### config.mk
export PLATFORM = sky130hd
export DESIGN_NAME = congestion_recovery_window_tracker_core
export DESIGN_NICKNAME = d
export VERILOG_FILES = /design/src/design/crwt_pkg.sv /design/src/design/congestion_recovery_window_tracker_core.sv /design/src/design/crwt_csr.sv /design/src/design/crwt_update.sv
export SDC_FILE = /design/constraint.sdc
export NUM_CORES = 1
export LEC_CHECK = 0
export ABC_AREA = 0
export BUFFER_PORTS_ARGS = -buffer_cell sky130_fd_sc_hd__buf_4
export CORE_MARGIN = 1
export CORE_UTILIZATION = 46
export CTS_CLUSTER_DIAMETER = 100
export DETAILED_ROUTE_END_ITERATION = 6
export GPL_TIMING_DRIVEN = 0
export PLACE_DENSITY = 0.66
export RECOVER_POWER = 100
export SKIP_CTS_REPAIR_TIMING = 1
export SYNTH_ARGS = -nofsm -noshare
export SYNTH_HDL_FRONTEND = slang
export SYNTH_SLANG_ARGS = --single-unit
### constraint.sdc
create_clock -name clock -period 15.7 [get_ports clock]
set_input_delay 2.355 -clock clock [delete_from_list [all_inputs] [get_ports clock]]
set_output_delay 2.355 -clock clock [all_outputs]
set_load 0.02 [all_outputs]
### src/design/crwt_pkg.sv
// crwt_pkg: shared types, constants and helpers for the recovery window tracker
// depends on nothing; used by every module of the block

package crwt_pkg;

   localparam int unsigned SEQ_W   = 32;
   localparam int unsigned BYTES_W = 24;
   localparam int unsigned CODE_W  = 2;
   localparam int unsigned CSR_INDEX_W = 3;

   localparam logic [BYTES_W-1:0] SEGMENT_BYTES     = 24'd1460;
   localparam logic [BYTES_W-1:0] MIN_WINDOW_RESET  = 24'd5840;
   localparam logic [BYTES_W-1:0] MAX_WINDOW_RESET  = 24'd2920000;
   localparam logic [BYTES_W-1:0] BYTES_MAX         = {BYTES_W{1'b1}};

   // register indexes on the csr port
   localparam logic [CSR_INDEX_W-1:0] CSR_STARTUP_STATE = 3'd0;
   localparam logic [CSR_INDEX_W-1:0] CSR_MIN_WINDOW    = 3'd1;
   localparam logic [CSR_INDEX_W-1:0] CSR_MAX_WINDOW    = 3'd2;
   localparam logic [CSR_INDEX_W-1:0] CSR_RATE_RECOVERY = 3'd3;
   localparam logic [CSR_INDEX_W-1:0] CSR_RATE_STARTUP  = 3'd4;

   // phase codes as seen on the result word and in the startup register
   localparam logic [CODE_W-1:0] CODE_NONE = 2'd0;
   localparam logic [CODE_W-1:0] CODE_CONS = 2'd1;
   localparam logic [CODE_W-1:0] CODE_MED  = 2'd2;
   localparam logic [CODE_W-1:0] CODE_GROW = 2'd3;

   typedef enum logic [3:0] {
      PH_NONE = 4'b0001,
      PH_CONS = 4'b0010,
      PH_MED  = 4'b0100,
      PH_GROW = 4'b1000
   } phase_type;

   typedef struct packed {
      logic               has_acks;
      logic [SEQ_W-1:0]   last_acked_seq;
      logic [SEQ_W-1:0]   last_sent_seq;
      logic               loss_seen;
      logic               in_startup;
      logic [BYTES_W-1:0] acked_bytes;
      logic [BYTES_W-1:0] lost_bytes;
      logic [BYTES_W-1:0] flight_bytes;
   } req_word_type;

   typedef struct packed {
      logic               round_start;
      logic [CODE_W-1:0]  recovery_phase;
      logic [BYTES_W-1:0] recovery_bytes;
      logic               window_clamped;
   } rsp_word_type;

   typedef struct packed {
      logic [CODE_W-1:0]  startup_recovery_state;
      logic [BYTES_W-1:0] min_window;
      logic [BYTES_W-1:0] max_window;
      logic               freeze_window;
      logic               freeze_in_startup;
   } cfg_type;

   typedef struct packed {
      logic [SEQ_W-1:0]   round_end_seq;
      logic [SEQ_W-1:0]   round_total;
      phase_type          phase;
      logic [SEQ_W-1:0]   recovery_end_seq;
      logic               recovery_end_valid;
      logic [BYTES_W-1:0] window_bytes;
   } state_type;

   function automatic logic [CODE_W-1:0] phase_code(input phase_type ph);
      logic [CODE_W-1:0] code;
      case (ph)
         PH_NONE: code = CODE_NONE;
         PH_CONS: code = CODE_CONS;
         PH_MED:  code = CODE_MED;
         PH_GROW: code = CODE_GROW;
         default: code = CODE_NONE;
      endcase
      return code;
   endfunction

   // zero in the startup register means conservation
   function automatic phase_type startup_phase(input logic [CODE_W-1:0] code);
      phase_type ph;
      case (code)
         CODE_CONS: ph = PH_CONS;
         CODE_MED:  ph = PH_MED;
         CODE_GROW: ph = PH_GROW;
         default:   ph = PH_CONS;
      endcase
      return ph;
   endfunction

   function automatic logic [BYTES_W-1:0] sat_add(input logic [BYTES_W-1:0] a,
                                                  input logic [BYTES_W-1:0] b);
      logic [BYTES_W:0] s;
      s = {1'b0, a} + {1'b0, b};
      return s[BYTES_W] ? BYTES_MAX : s[BYTES_W-1:0];
   endfunction

   function automatic logic [BYTES_W-1:0] max_bytes(input logic [BYTES_W-1:0] a,
                                                    input logic [BYTES_W-1:0] b);
      return (a > b) ? a : b;
   endfunction

endpackage

### src/design/congestion_recovery_window_tracker_core.sv
// congestion_recovery_window_tracker_core: top level of the recovery window tracker
// depends on crwt_pkg, crwt_csr and crwt_update

// One feedback report in, one result word out. A report is captured in an input
// register, evaluated against the tracker state in a single pass and written with
// the new state into the result register, so a report can be taken every clock
// while req_ready is high; rsp_valid rises as the result register is loaded. The
// result register decouples the sides: the next report is taken while a result
// waits, and only a full pipeline with rsp_ready low holds req_ready low.
// Configuration writes are always accepted and take effect on the next report.

module congestion_recovery_window_tracker_core (
   input  logic                              clock,
   input  logic                              reset,
   input  logic                              req_valid,
   output logic                              req_ready,
   input  crwt_pkg::req_word_type            req_data,
   output logic                              rsp_valid,
   input  logic                              rsp_ready,
   output crwt_pkg::rsp_word_type            rsp_data,
   input  logic                              csr_valid,
   output logic                              csr_ready,
   input  logic [crwt_pkg::CSR_INDEX_W-1:0]  csr_index,
   input  logic [crwt_pkg::BYTES_W-1:0]      csr_data
);

   crwt_pkg::cfg_type       cfg;
   crwt_pkg::req_word_type  in_ff;
   logic                    in_valid_ff;
   crwt_pkg::state_type     state_ff;
   crwt_pkg::state_type     state_in;
   crwt_pkg::rsp_word_type  rsp_ff;
   crwt_pkg::rsp_word_type  rsp_in;
   logic                    rsp_valid_ff;
   logic                    advance;

   crwt_csr u_csr (
      .clock     (clock),
      .reset     (reset),
      .csr_valid (csr_valid),
      .csr_ready (csr_ready),
      .csr_index (csr_index),
      .csr_data  (csr_data),
      .cfg       (cfg)
   );

   crwt_update u_update (
      .cfg        (cfg),
      .state_cur  (state_ff),
      .req        (in_ff),
      .state_next (state_in),
      .rsp        (rsp_in)
   );

   assign advance   = in_valid_ff && (!rsp_valid_ff || rsp_ready);
   assign req_ready = !in_valid_ff || advance;
   assign rsp_valid = rsp_valid_ff;
   assign rsp_data  = rsp_ff;

   always_ff @(posedge clock) begin
      if (reset) begin
         in_valid_ff <= 1'b0;
      end else if (req_ready) begin
         in_valid_ff <= req_valid;
      end
      if (req_ready && req_valid) begin
         in_ff <= req_data;
      end
   end

   always_ff @(posedge clock) begin
      if (reset) begin
         state_ff.round_end_seq      <= '0;
         state_ff.round_total        <= '0;
         state_ff.phase              <= crwt_pkg::PH_NONE;
         state_ff.recovery_end_seq   <= '0;
         state_ff.recovery_end_valid <= 1'b0;
         state_ff.window_bytes       <= crwt_pkg::MAX_WINDOW_RESET;
      end else if (advance) begin
         state_ff <= state_in;
      end
   end

   always_ff @(posedge clock) begin
      if (reset) begin
         rsp_valid_ff <= 1'b0;
      end else if (advance) begin
         rsp_valid_ff <= 1'b1;
      end else if (rsp_ready) begin
         rsp_valid_ff <= 1'b0;
      end
      if (advance) begin
         rsp_ff <= rsp_in;
      end
   end

   a_no_clamp_outside_recovery: assert property (@(posedge clock) disable iff (reset)
      (rsp_valid_ff && rsp_ff.recovery_phase == crwt_pkg::CODE_NONE) |-> !rsp_ff.window_clamped)
      else $error("window clamped while not in recovery");

   a_round_needs_acks: assert property (@(posedge clock) disable iff (reset)
      (advance && !in_ff.has_acks) |=> !rsp_ff.round_start)
      else $error("round start on a word without acks");

   a_recovery_end_sticky: assert property (@(posedge clock) disable iff (reset)
      !$fell(state_ff.recovery_end_valid))
      else $error("recovery end mark cleared outside reset");

   a_state_holds_on_stall: assert property (@(posedge clock) disable iff (reset)
      !advance |=> $stable(state_ff))
      else $error("tracker state changed without a word advancing");

endmodule

### src/design/crwt_csr.sv
// crwt_csr: configuration registers of the recovery window tracker
// depends on crwt_pkg

module crwt_csr (
   input  logic                               clock,
   input  logic                               reset,
   input  logic                               csr_valid,
   output logic                               csr_ready,
   input  logic [crwt_pkg::CSR_INDEX_W-1:0]   csr_index,
   input  logic [crwt_pkg::BYTES_W-1:0]       csr_data,
   output crwt_pkg::cfg_type                  cfg
);

   crwt_pkg::cfg_type cfg_ff;
   crwt_pkg::cfg_type cfg_in;

   assign csr_ready = 1'b1;
   assign cfg = cfg_ff;

   always_comb begin
      cfg_in = cfg_ff;
      if (csr_valid) begin
         case (csr_index)
            crwt_pkg::CSR_STARTUP_STATE:
               cfg_in.startup_recovery_state = csr_data[crwt_pkg::CODE_W-1:0];
            crwt_pkg::CSR_MIN_WINDOW:    cfg_in.min_window = csr_data;
            crwt_pkg::CSR_MAX_WINDOW:    cfg_in.max_window = csr_data;
            crwt_pkg::CSR_RATE_RECOVERY: cfg_in.freeze_window = csr_data[0];
            crwt_pkg::CSR_RATE_STARTUP:  cfg_in.freeze_in_startup = csr_data[0];
            default: cfg_in = cfg_ff;
         endcase
      end
   end

   always_ff @(posedge clock) begin
      if (reset) begin
         cfg_ff.startup_recovery_state <= crwt_pkg::CODE_CONS;
         cfg_ff.min_window             <= crwt_pkg::MIN_WINDOW_RESET;
         cfg_ff.max_window             <= crwt_pkg::MAX_WINDOW_RESET;
         cfg_ff.freeze_window          <= 1'b0;
         cfg_ff.freeze_in_startup      <= 1'b0;
      end else begin
         cfg_ff <= cfg_in;
      end
   end

endmodule

### src/design/crwt_update.sv
// crwt_update: round tracking, recovery phase and window update for one word
// depends on crwt_pkg; purely combinational

module crwt_update (
   input  crwt_pkg::cfg_type      cfg,
   input  crwt_pkg::state_type    state_cur,
   input  crwt_pkg::req_word_type req,
   output crwt_pkg::state_type    state_next,
   output crwt_pkg::rsp_word_type rsp
);

   logic                          rstart;
   logic                          frozen;
   logic [crwt_pkg::BYTES_W-1:0]  need;
   logic [crwt_pkg::BYTES_W-1:0]  w;

   always_comb begin
      state_next = state_cur;
      rstart = 1'b0;
      frozen = cfg.freeze_window || (cfg.freeze_in_startup && req.in_startup);
      need = crwt_pkg::sat_add(req.flight_bytes, req.acked_bytes);
      w = '0;

      if (req.has_acks) begin
         if (req.last_acked_seq > state_cur.round_end_seq) begin
            state_next.round_total   = state_cur.round_total + 32'd1;
            state_next.round_end_seq = req.last_sent_seq;
            rstart = 1'b1;
         end
         if (req.loss_seen) begin
            state_next.recovery_end_seq   = req.last_acked_seq;
            state_next.recovery_end_valid = 1'b1;
         end
         if (state_cur.phase == crwt_pkg::PH_NONE) begin
            if (req.loss_seen) begin
               state_next.phase = req.in_startup ?
                  crwt_pkg::startup_phase(cfg.startup_recovery_state) : crwt_pkg::PH_CONS;
               state_next.window_bytes  = '0;
               state_next.round_end_seq = req.last_acked_seq;
            end
         end else begin
            if (state_cur.phase != crwt_pkg::PH_GROW && rstart) begin
               state_next.phase = crwt_pkg::PH_GROW;
            end
            if (!req.loss_seen && (!state_cur.recovery_end_valid ||
                                   state_cur.recovery_end_seq < req.last_acked_seq)) begin
               state_next.phase = crwt_pkg::PH_NONE;
            end
         end
      end

      if (!frozen && state_next.phase != crwt_pkg::PH_NONE) begin
         if (state_next.window_bytes == '0) begin
            state_next.window_bytes = crwt_pkg::max_bytes(cfg.min_window, need);
         end else begin
            w = (state_next.window_bytes >= req.lost_bytes) ?
                state_next.window_bytes - req.lost_bytes : crwt_pkg::SEGMENT_BYTES;
            if (state_next.phase == crwt_pkg::PH_GROW) begin
               w = crwt_pkg::sat_add(w, req.acked_bytes);
            end else if (state_next.phase == crwt_pkg::PH_MED) begin
               w = crwt_pkg::sat_add(w, req.acked_bytes >> 1);
            end
            w = crwt_pkg::max_bytes(w, need);
            state_next.window_bytes = crwt_pkg::max_bytes(cfg.min_window, w);
         end
      end

      rsp.round_start    = rstart;
      rsp.recovery_phase = crwt_pkg::phase_code(state_next.phase);
      rsp.recovery_bytes = state_next.window_bytes;
      rsp.window_clamped = (state_next.phase != crwt_pkg::PH_NONE) && !frozen;
   end

endmodule

==> run metrics <==
status finished with violations; violated checks max-capacitance violations, max-slew violations; GRT overflow 0; vias in the first global route approximately 19k; Layout area overhead 16.7%; area of the multi-input gates between 10,000 and 15,000 um^2; CP startpoint kind flop; asr flop ratio synth 0; worst reg2reg startpoint state_ff[60]$_SDFFE_PP0P_; RSZ-0062 raised after global routing false; Worst Path Arrival between 15 and 20 ns; H-tree lvl count 2; clock sinks 290; post-synthesis sequential area ratio 0.361; crit share post-route 0.969; cell mode on critical path clkbuf_2; Clock Latency Late Sink 0.57 ns; Syn Area/Cell 8.71 um^2; worst vdd ir 0.0963 mV; Final setup violation count 0; placed cells between 3k and 4k; DPL Wire Length around 62,000 um; crit end category flop; r2r setup slk between 0.4 and 0.5 ns; Layout fillers around 4.2k; Chip Width between 200 and 250 um; Util after Layout 0.545; CTS clk-pin slew, worst paths 0.06 ns; count of cell types in the netlist 95; Min-Delay Endpoint state_ff[25]$_SDFFE_PP0P_; final net count around 3.0k; initial core utilization 0.467; Worst Skew 0.0195 ns; crit-path max cell delay 0.55 ns; Hold Startpoint state_ff[25]$_SDFFE_PP0P_; yosys warns 0; I/O pin total roughly 200; Synth Net Count about 2.8k; PortBufs between 150 and 200; Hold Path Depth 2; Residual DRC 0; initial antenna violation count 1; crit path kind flop to flop; flops & latches, synth 290; Post-Syn Area 20,700 um^2; WL/cell approximately 24 um; Synth Instances around 2.4k; post-synth top area cell edfxtp_1; CTS tree done; largest net degree at the start of global routing 74; Worst path slowest cell a2111oi_1; share of cells above drive strength 1 0.106; MaxCap Viol Count 4; Root Buffer clkbuf_16; Final Hold Viols 0; Total GRT Usage 0.330; Crit Path Max Fanout 10; Worst R2R End state_ff[13]$_SDFFE_PP0P_; Num CTS Buffers 35; DIE AREA 45,800 um^2; Slew HR -1.56; worst-case clock buffer depth 3; R2R depth 55; Fmax ~66 MHz; drt first-iter violations 1,831; Post-synth EDFFs between 150 and 200; delay-heaviest family, CP compound AO/OA/AOI/OAI gates; worst path bufs/invs 13; Finished Layout Cells between 3k and 4k; drt pass-1 iters 5; Row Count 77; LEAKAGE around 10 nW; Min Hold Slack roughly 0.46 ns; top-area cell type share of the netlist area 0.242; synth top area cells edfxtp_1, ha_1, dfxtp_1, a21oi_1, nand2_1; Hold/Removal Path Class flop to flop; Routed Antenna Nets 0; P per Cell Area approximately 110 nW/um^2; max-slew violation count 172; first-pass GRT wire length approximately 120,000 um; final WL approximately 77,000 um; Via Count ~20k; Final min period around 15 ns; Avg Vias per Cell about 6.1; Worst-Margin Slew between 3 and 4 ns; Crit path required time 16.19 ns; Die Y roughly 210 um; Core Area between 40,000 and 50,000 um^2; Synth Flop Type edfxtp_1; GP Congestion about 1; Seq. cell area about 7500 um^2
## cell usage after synthesis, types with 41 or more instances
master	count
nand2_1	244
nor2_1	231
ha_1	228
a21oi_1	226
edfxtp_1	167
inv_1	143
dfxtp_1	123
o21ai_0	119
clkbuf_1	74
a21o_1	70
nand3_1	43
nand4_1	43
a22oi_1	41
and2_1	41
nor3_1	41
o22ai_1	41
xnor2_1	41
## kinds of logic (layout without fill, tap and decap cells)
kind of cell / count (synthesis) / after routing / share of synthesized area
buf+inv: 233 / 500 / 0.0430
mux: 14 / 14 / 0.00689
xor+xnor: 69 / 69 / 0.0292
other cells: 1 / 2 / 0.000181
fa+ha+maj: 232 / 232 / 0.141
flops: 290 / 290 / 0.361
compound gates: 762 / 762 / 0.243
simple gates: 776 / 776 / 0.176
## metrics by stage
stage               area, um^2  total power, mW  setup TNS, ns  setup slack (ns)
floorplan                20700             1.47              0              4.11
global placement         22900             1.77         -37.88             -1.33
detailed placement       23000             1.78         -34.12             -1.33
CTS                      24300             2.65         -38.43             -1.42
global route             24200             2.78              0            0.0269
finish                   24200             2.66              0             0.493
## cells in the final DEF (no fill, tap or decap), types with 13 or more instances in the layout
master and instances:
a211oi_1 30, a21o_1 70, a21oi_1 225, a22oi_1 41, a31oi_1 23, and2_1 40, and3_1 19, buf_4 32
clkbuf_1 109, clkbuf_16 35, clkbuf_4 137, dfxtp_1 123, edfxtp_1 167, ha_1 228, inv_1 143, nand2_1 244
nand2b_1 17, nand3_1 42, nand4_1 43, nor2_1 230, nor2b_1 27, nor3_1 41, nor4_1 16, o21a_1 34
o21ai_0 117, o21bai_1 15, o22ai_1 41, o31ai_1 19, or3_1 13, xnor2_1 41, xor2_1 28
## cell type report
type                       instances  area share
buffer                            87      0.0146
clock buffer                      44      0.0393
antenna                            1    0.000104
clock inverter                    18      0.0121
timing repair buffer             205      0.0579
inverter                         146      0.0227
tap                              592      0.0307
sequential                       290       0.310
multi-input combinational       1854       0.513
## flip-flops by register name, summed over array words and instances, names as in the netlist
name / flops
state_ff: 93
rsp_data: 28
in_valid_ff: 1
rsp_valid: 1
in_ff: 139
u_csr.cfg: 28
## worst max path at each step
stage | startpoint | end | slack, ns | cells past startpoint
2_1_floorplan | state_ff[60]$_SDFFE_PP0P_ | state_ff[0]$_SDFFE_PP0P_ | 4.11 | 54
3_3_place_gp | in_ff[73]$_DFFE_PP_ | state_ff[0]$_SDFFE_PP0P_ | -1.33 | 52
3_5_place_dp | in_ff[73]$_DFFE_PP_ | state_ff[0]$_SDFFE_PP0P_ | -1.33 | 51
4_1_cts | in_ff[73]$_DFFE_PP_ | state_ff[0]$_SDFFE_PP0P_ | -1.42 | 51
5_1_grt | state_ff[60]$_SDFFE_PP0P_ | state_ff[0]$_SDFFE_PP0P_ | 0.03 | 54
6_report | state_ff[60]$_SDFFE_PP0P_ | state_ff[13]$_SDFFE_PP0P_ | 0.49 | 55
## tightest hold or removal path, delay by kind of cell (launching register included)
kind / cells / cell delay (ns)
DFF: 1 / 0.31
AOI/OAI and AO/OA: 1 / 0.06
and+or+nand+nor: 1 / 0.05
## power breakdown
group	switching (mW)	internal, mW	total [mW]
logic	0.573	0.317	0.890
registers	0.0342	0.860	0.894
clock network	0.341	0.533	0.874
total	0.948	1.71	2.66
## layer usage
metal	routed length (um)	up-vias	global-route usage
li1	-	9340	-
met1	33200	9559	0.430
met2	36100	732	0.556
met3	4580	138	0.0428
met4	2850	0	0.124
met5	0	-	0
Note: power is estimated with default switching activity, not from simulation.
